--- config.mk ---
export PLATFORM = sky130hd
export DESIGN_NAME = sd_host_clock_divisor_unit_flat
export DESIGN_NICKNAME = d
export VERILOG_FILES = /design/src/rtl/sdcd_pkg.sv /design/src/rtl/sdcd_if.sv /design/src/rtl/sd_host_clock_divisor_unit.sv /design/src/flat_wrapper.sv
export VERILOG_INCLUDE_DIRS = /design/src /design/src/rtl
export SDC_FILE = /design/constraint.sdc
export NUM_CORES = 2
export LEC_CHECK = 0
export BUFFER_PORTS_ARGS = -buffer_cell sky130_fd_sc_hd__buf_2
export CORE_MARGIN = 1.5
export CORE_UTILIZATION = 30
export CTS_CLUSTER_DIAMETER = 80
export CTS_CLUSTER_SIZE = 24
export DETAILED_ROUTE_END_ITERATION = 6
export HOLD_SLACK_MARGIN = 0.06
export PLACE_DENSITY = 0.55
export REMOVE_ABC_BUFFERS = 1
export SETUP_SLACK_MARGIN = 0.4
export SLEW_MARGIN = 20
export SYNTH_ARGS = -nofsm -noshare
export SYNTH_HDL_FRONTEND = slang
export SYNTH_SLANG_ARGS = --single-unit
--- constraint.sdc ---
create_clock -name clk -period 8.7 [get_ports clk]
set_input_delay 0.435 -clock clk [delete_from_list [all_inputs] [get_ports clk]]
set_output_delay 0.435 -clock clk [all_outputs]
set_load 0.01 [all_outputs]
--- src/rtl/sd_host_clock_divisor_unit_defines.svh ---
// Assertion macros for the SD host clock divisor unit.
// Included by the top level; expects clk and rst_n in scope.
`ifndef SD_HOST_CLOCK_DIVISOR_UNIT_DEFINES_SVH
`define SD_HOST_CLOCK_DIVISOR_UNIT_DEFINES_SVH

`ifndef SYNTHESIS
`define SDCD_ASSERT_SAME(name, pre, post, msg) \
    name: assert property (@(posedge clk) disable iff (!rst_n) (pre) |-> (post)) \
        else $error(msg);
`define SDCD_ASSERT_NEXT(name, pre, post, msg) \
    name: assert property (@(posedge clk) disable iff (!rst_n) (pre) |=> (post)) \
        else $error(msg);
`else
`define SDCD_ASSERT_SAME(name, pre, post, msg)
`define SDCD_ASSERT_NEXT(name, pre, post, msg)
`endif

`endif

--- src/rtl/sdcd_pkg.sv ---
// Types, constants and datapath functions for the SD host clock divisor unit.
// No dependencies.
package sdcd_pkg;

    localparam int DIV_W          = 30;
    localparam int VER_W          = 8;
    localparam int FIELD_W        = 16;
    localparam int SHIFT_W        = 3;
    localparam int BITS_PER_STAGE = 2;
    localparam int DIV_STAGES     = DIV_W / BITS_PER_STAGE;

    localparam logic [DIV_W-1:0]   BASE_RESET_HZ = 30'd41666666;
    localparam logic [VER_W-1:0]   SPEC_V2       = 8'd1;
    localparam logic [SHIFT_W-1:0] SHIFT_MAX     = 3'd7;

    typedef struct packed {
        logic [DIV_W-1:0] rem;
        logic [DIV_W-1:0] dvd;
        logic [DIV_W-1:0] quo;
        logic [DIV_W-1:0] dsr;
        logic             newer;
        logic             zero;
    } stage_t;

    typedef struct packed {
        logic [FIELD_W-1:0] clock_field;
        logic [DIV_W-1:0]   divisor_used;
        logic [SHIFT_W-1:0] shift_used;
        logic               divide_error;
    } result_t;

    // Restoring division, BITS_PER_STAGE quotient bits per call.
    function automatic stage_t div_step(input stage_t s);
        stage_t         r;
        logic [DIV_W:0] t;
        r = s;
        for (int i = 0; i < BITS_PER_STAGE; i++)
        begin
            t = {r.rem, r.dvd[DIV_W-1]};
            r.dvd = {r.dvd[DIV_W-2:0], 1'b0};
            if (t >= {1'b0, r.dsr})
            begin
                t = t - {1'b0, r.dsr};
                r.quo = {r.quo[DIV_W-2:0], 1'b1};
            end
            else
            begin
                r.quo = {r.quo[DIV_W-2:0], 1'b0};
            end
            r.rem = t[DIV_W-1:0];
        end
        return r;
    endfunction

    function automatic result_t finish(input stage_t s);
        result_t            r;
        logic [DIV_W-1:0]   c;
        logic [DIV_W-1:0]   x;
        logic [DIV_W-1:0]   d;
        logic [SHIFT_W-1:0] sh;
        c  = s.quo;
        x  = c - 30'd1;
        sh = '0;
        if (c == '0 || x[DIV_W-1:8] != '0)
        begin
            sh = SHIFT_MAX;
        end
        else
        begin
            for (int i = 0; i < 8; i++)
            begin
                if (x[i])
                    sh = SHIFT_W'(i);
            end
        end
        d = s.newer ? c : (30'd1 << sh);
        if (d <= 30'd2)
        begin
            d  = 30'd2;
            sh = '0;
        end
        r.clock_field  = {d[7:0], (s.newer ? d[9:8] : 2'b00), 6'b0};
        r.divisor_used = d;
        r.shift_used   = sh;
        r.divide_error = 1'b0;
        if (s.zero)
            r = '{clock_field: '0, divisor_used: '0, shift_used: '0, divide_error: 1'b1};
        return r;
    endfunction

endpackage

--- src/rtl/sdcd_if.sv ---
// Channel interfaces for the SD host clock divisor unit.
// Depends on sdcd_pkg for field widths.
interface sdcd_req_if;
    import sdcd_pkg::*;
    logic               valid;
    logic               ready;
    logic [DIV_W-1:0]   target_freq_hz;
    logic [VER_W-1:0]   host_version;
    modport source (output valid, target_freq_hz, host_version, input ready);
    modport sink   (input valid, target_freq_hz, host_version, output ready);
endinterface

interface sdcd_rsp_if;
    import sdcd_pkg::*;
    logic               valid;
    logic               ready;
    logic [FIELD_W-1:0] clock_field;
    logic [DIV_W-1:0]   divisor_used;
    logic [SHIFT_W-1:0] shift_used;
    logic               divide_error;
    modport source (output valid, clock_field, divisor_used, shift_used, divide_error,
                    input ready);
    modport sink   (input valid, clock_field, divisor_used, shift_used, divide_error,
                    output ready);
endinterface

interface sdcd_cfg_if;
    import sdcd_pkg::*;
    logic               valid;
    logic               ready;
    logic [DIV_W-1:0]   data;
    modport source (output valid, data, input ready);
    modport sink   (input valid, data, output ready);
endinterface

--- src/rtl/sd_host_clock_divisor_unit.sv ---
// SD host clock divisor unit: top level with the pipelined divider.
// Depends on sdcd_pkg, the channel interfaces and the assertion macro header.
//
// Accepts one item per cycle while the output side does not stall, and returns one
// result per item, in order, from the output register. The quotient
// base_clock_hz / target_freq_hz comes from a 15-stage restoring divider that
// resolves two quotient bits per stage; a final stage derives the divisor, shift
// and packed clock field into the output register. Every stage holds its item
// under backpressure and empty stages fill, so a stall loses nothing. The base
// clock register (reset 41666666) is written through cfg, always ready.
`include "sd_host_clock_divisor_unit_defines.svh"

module sd_host_clock_divisor_unit
    import sdcd_pkg::*;
(
    input  logic       clk,
    input  logic       rst_n,
    sdcd_cfg_if.sink   cfg,
    sdcd_req_if.sink   req,
    sdcd_rsp_if.source rsp
);

    logic [DIV_W-1:0] base_clock_reg;
    stage_t           st_reg  [0:DIV_STAGES];
    logic             vld_reg [0:DIV_STAGES];
    logic             rdy     [0:DIV_STAGES+1];
    result_t          out_reg;
    result_t          out_next;
    logic             out_vld_reg;

    assign cfg.ready = 1'b1;

    always_ff @(posedge clk or negedge rst_n)
    begin
        if (!rst_n)
            base_clock_reg <= BASE_RESET_HZ;
        else if (cfg.valid)
            base_clock_reg <= cfg.data;
    end

    // per-stage ready: a stage moves when empty or when the next one moves
    assign rdy[DIV_STAGES+1] = !out_vld_reg || rsp.ready;
    genvar g;
    generate
        for (g = 0; g <= DIV_STAGES; g++)
        begin : g_rdy
            assign rdy[g] = !vld_reg[g] || rdy[g+1];
        end
    endgenerate

    assign req.ready = rdy[0];

    always_ff @(posedge clk or negedge rst_n)
    begin
        if (!rst_n)
            vld_reg[0] <= 1'b0;
        else if (rdy[0])
            vld_reg[0] <= req.valid;
    end

    always_ff @(posedge clk)
    begin
        if (rdy[0] && req.valid)
        begin
            st_reg[0].rem   <= '0;
            st_reg[0].dvd   <= base_clock_reg;
            st_reg[0].quo   <= '0;
            st_reg[0].dsr   <= req.target_freq_hz;
            st_reg[0].newer <= req.host_version > SPEC_V2;
            st_reg[0].zero  <= req.target_freq_hz == '0;
        end
    end

    generate
        for (g = 1; g <= DIV_STAGES; g++)
        begin : g_div
            always_ff @(posedge clk or negedge rst_n)
            begin
                if (!rst_n)
                    vld_reg[g] <= 1'b0;
                else if (rdy[g])
                    vld_reg[g] <= vld_reg[g-1];
            end

            always_ff @(posedge clk)
            begin
                if (rdy[g] && vld_reg[g-1])
                    st_reg[g] <= div_step(st_reg[g-1]);
            end
        end
    endgenerate

    assign out_next = finish(st_reg[DIV_STAGES]);

    always_ff @(posedge clk or negedge rst_n)
    begin
        if (!rst_n)
            out_vld_reg <= 1'b0;
        else if (rdy[DIV_STAGES+1])
            out_vld_reg <= vld_reg[DIV_STAGES];
    end

    always_ff @(posedge clk)
    begin
        if (rdy[DIV_STAGES+1] && vld_reg[DIV_STAGES])
            out_reg <= out_next;
    end

    assign rsp.valid        = out_vld_reg;
    assign rsp.clock_field  = out_reg.clock_field;
    assign rsp.divisor_used = out_reg.divisor_used;
    assign rsp.shift_used   = out_reg.shift_used;
    assign rsp.divide_error = out_reg.divide_error;

    `SDCD_ASSERT_SAME(a_err_zero, rsp.valid && rsp.divide_error, rsp.clock_field == '0 && rsp.divisor_used == '0 && rsp.shift_used == '0, "error item carries nonzero fields")
    `SDCD_ASSERT_SAME(a_div_min, rsp.valid && !rsp.divide_error, rsp.divisor_used >= 30'd2, "divisor below two")
    `SDCD_ASSERT_SAME(a_full_stall, !req.ready, rsp.valid && !rsp.ready, "input stalled with room in pipeline")
    `SDCD_ASSERT_NEXT(a_enter, req.valid && req.ready, vld_reg[0], "accepted item missing from first stage")

endmodule

--- src/flat_wrapper.sv ---
// flat-port wrapper written by rule: the top's interface ports become plain ports
module sd_host_clock_divisor_unit_flat import sdcd_pkg::*;
  (clk, rst_n, cfg_valid, cfg_data, cfg_ready, req_valid, req_target_freq_hz, req_host_version, req_ready, rsp_valid, rsp_clock_field, rsp_divisor_used, rsp_shift_used, rsp_divide_error, rsp_ready);
  sdcd_cfg_if cfg_i ();
  sdcd_req_if req_i ();
  sdcd_rsp_if rsp_i ();
  input  logic clk;
  input  logic rst_n;
  input wire logic [$bits(cfg_i.valid)-1:0] cfg_valid;
  input wire logic [$bits(cfg_i.data)-1:0] cfg_data;
  output wire logic [$bits(cfg_i.ready)-1:0] cfg_ready;
  input wire logic [$bits(req_i.valid)-1:0] req_valid;
  input wire logic [$bits(req_i.target_freq_hz)-1:0] req_target_freq_hz;
  input wire logic [$bits(req_i.host_version)-1:0] req_host_version;
  output wire logic [$bits(req_i.ready)-1:0] req_ready;
  output wire logic [$bits(rsp_i.valid)-1:0] rsp_valid;
  output wire logic [$bits(rsp_i.clock_field)-1:0] rsp_clock_field;
  output wire logic [$bits(rsp_i.divisor_used)-1:0] rsp_divisor_used;
  output wire logic [$bits(rsp_i.shift_used)-1:0] rsp_shift_used;
  output wire logic [$bits(rsp_i.divide_error)-1:0] rsp_divide_error;
  input wire logic [$bits(rsp_i.ready)-1:0] rsp_ready;
  assign cfg_i.valid = cfg_valid;
  assign cfg_i.data = cfg_data;
  assign cfg_ready = cfg_i.ready;
  assign req_i.valid = req_valid;
  assign req_i.target_freq_hz = req_target_freq_hz;
  assign req_i.host_version = req_host_version;
  assign req_ready = req_i.ready;
  assign rsp_valid = rsp_i.valid;
  assign rsp_clock_field = rsp_i.clock_field;
  assign rsp_divisor_used = rsp_i.divisor_used;
  assign rsp_shift_used = rsp_i.shift_used;
  assign rsp_divide_error = rsp_i.divide_error;
  assign rsp_i.ready = rsp_ready;
  sd_host_clock_divisor_unit u_core (.clk(clk), .rst_n(rst_n), .cfg(cfg_i), .req(req_i), .rsp(rsp_i));
endmodule
==> impl_metrics.toml <==
[status]
status = "finished, final reports clean"

[timing]
tns_ns = 0
slew_viol_final = 0
period_needed_ns = 7.76
fin_crit_sh_pct = 89.2
hold_viol_final = 0
setup_viol = 0
fin_skew_ns = 0.0674
rsz0062_at_grt = "false"
slew_headroom_pct = 27.7
fmax_mhz = 129
tightest_slew_ns = 1.08

[clocking]
cts_tree = "built"
clk-insertion-delay-late_ns = 0.80
clk_pin_slew_worst_paths_ns = 0.09
clock_sinks = 1465
cts_root_buf = "clkbuf_16"
cts_setup_buffers = 0
cts_buffers = 97
cts_max_path_buffers = 3
cts_max_level = 3

[final_layout]
finalNonFillerCells = 13700
fillers = 32100
drive_above_1_share_pct = 10.7
final_nets = 10300
area_growth_pct = 10.3
largest_reg_flops = 1382
antenna_cells = 0

[logic_synthesis]
syn_area_per_cell_um2 = 10.6
ys.flop_type = "edfxtp_1"
syn_inst = 9146
synth_cell_type_count = 99
ys_top_cells_by_count = "edfxtp_1, ha_1, a21oi_1, inv_1, nand2_1"
ys_seq_elements = 1465
synthArstFlopShare_pct = 3.21
synth_area_um2 = 97400
synth_top_area_share_pct = 43.7
yosys.cell_count.top_type = "edfxtp_1"
synth_area_leaders = "edfxtp_1, ha_1, mux2_2"
synth_edf_count = 1418
synth_top_area_cell = "edfxtp_1"
ys.warnings.count = 0
yosysSeqAreaShare_pct = 45.0

[setup_path]
critPathKind = "register to register"
cpPeakStageDelay_ns = 0.63
reg2reg_depth = 23
reg2reg_setup_slack_ns = 0.94
r2r-end = "u_core.st_reg[0][469]"
worstPathArrival_ns = 8.25
cpMaxStageDelayCell = "o31ai_4"
cp-end-kind = "register"
critPathMaxFanout = 45
critPathLaunchType = "register"
crit_chain = "inv_1, ha_1, and2_1, o2111ai_1, a31oi_1, o2111ai_1, a211oi_1, nor2_1, o21ai_1, o31ai_4, buf_4, mux2_2, ha_1, a21oi_1, nor2b_1, o22ai_1, a211oi_1, o21ai_1, a211o_1, o41ai_2, a31oi_1, o21bai_4, mux2_2"
rr_startpoint = "u_core.st_reg[0][251]"
cp.required_ns = 9.19

[die]
rows = 208
io_pins = 126
initial_utilization_pct = 30.2
die_y_um = 573
fp.dieArea_um2 = 328000
core_area_um2 = 322000
die_w_um = 573

[detailed_routing]
dr_wl_met3_mm = 11.5
drtPass1Iterations = 6
drtIter0Drc = 5220
routed.top_layer = "met5"
ant_nets = 0
dr_wl_met2_mm = 120
wl_per_cell_um = 18.6
viasPerCell = 5.11
drc = 0
drt-met1-wl_mm = 117
totalWireLength_mm = 255
num_vias = 70000

[min_path]
hp-class = "input pin to async pin"

[job]
cap_violations = 0

[place]
port-buffer-count = 117
gp_congestion = 0.936
place_inst = 13400
dp_hpwl_mm = 205

[global_routing]
grt_antenna_before_repair = 10
gr-total-overflow = 0
grt_pass1_wl_mm = 391
first_global_vias = 68200
grt_max_degree = 72
grt_use_total_pct = 15.1
## per-layer routing
layer,track usage (%),vias up
met1,20.3,33700
met3,1.70,288
met5,0,-
met2,25.7,1621
li1,-,34300
met4,3.65,4
## cell usage in the layout (no fill, tap or decap), drive strengths merged, types with 90 or more instances in the layout
cell type,Yosys,final
xnor2,450,450
nand2b,121,121
ha,874,874
nor3,160,160
nand2,561,561
nor2b,133,133
nor2,523,523
edfxtp,1418,1418
o21bai,90,90
o21ai,573,573
a21oi,748,748
a21o,345,345
nand3,154,154
inv,721,748
clkbuf,125,109
buf,72,187
mux2,521,521
xor2,220,220
o21a,137,137
nand4,126,126
## worst max-delay path by stage
stage,startpoint,to,slack (ns),cells after the start
floorplan,u_core.st_reg[0][857],u_core.st_reg[1][100],-1.41,23
global placement,u_core.st_reg[1][369],u_core.st_reg[1][582],1.05,26
detailed placement,u_core.st_reg[1][369],u_core.st_reg[1][591],1.07,24
CTS,u_core.st_reg[1][369],u_core.st_reg[1][591],1.02,24
global route,u_core.st_reg[1][369],u_core.st_reg[1][588],0.45,25
finish,u_core.st_reg[0][251],u_core.st_reg[0][469],0.94,23
## what timing repair did
action                     CTS  global route
setup endpoints to repair    0            26
hold endpoints to repair    96             0
hold buffers                67             0
gates resized for setup      0             1
## cell families (layout without fill, tap and decap cells)
logic type      after synthesis  count (layout)  synth area share, %
buf+inv                     918            1146                 3.68
mux                         564             564                 6.57
fa+ha+maj                   902             902                 11.8
simple gates               2162            2162                 10.9
flops                      1465            1465                 45.0
xor+xnor                    670             670                 6.03
other cells                   2               7              0.00771
compound gates             2463            2463                 16.0
## stage by stage
stage	setup WS, ns	utilization, %	instance area (um2)	hold slack, ns
2_1_floorplan	-1.41	-	96500	0.139
3_3_place_gp	1.05	32.1	103000	0.250
3_5_place_dp	1.07	32.1	103000	0.248
4_1_cts	1.02	33.4	107000	0.326
5_1_grt	0.448	33.4	107000	0.367
6_report	0.939	33.4	107000	0.365
## layout make-up
cell class / instances / area [um2] / share of cell area, %
clock buffer: 109 / 2490 / 2.32
inverter: 721 / 2710 / 2.52
sequential: 1465 / 43800 / 40.8
multi-input combinational: 6768 / 50200 / 46.8
clock inverter: 62 / 1000 / 0.936
timing repair buffer: 254 / 1800 / 1.67
tap: 4305 / 5390 / 5.02
## worst max-delay path: cells and delay by family (launching register included)
family / cells / cell delay, ns
flip-flops: 1 / 0.40
AND/OR/NAND/NOR: 3 / 0.65
multiplexers: 2 / 0.83
AO/OA/AOI/OAI: 14 / 4.28
buffers and inverters: 2 / 0.60
adder cells (fa/ha/maj): 2 / 0.71
Power is not shown: default switching activity piles up to over one toggle a cycle in this logic, so the estimate is an artifact.
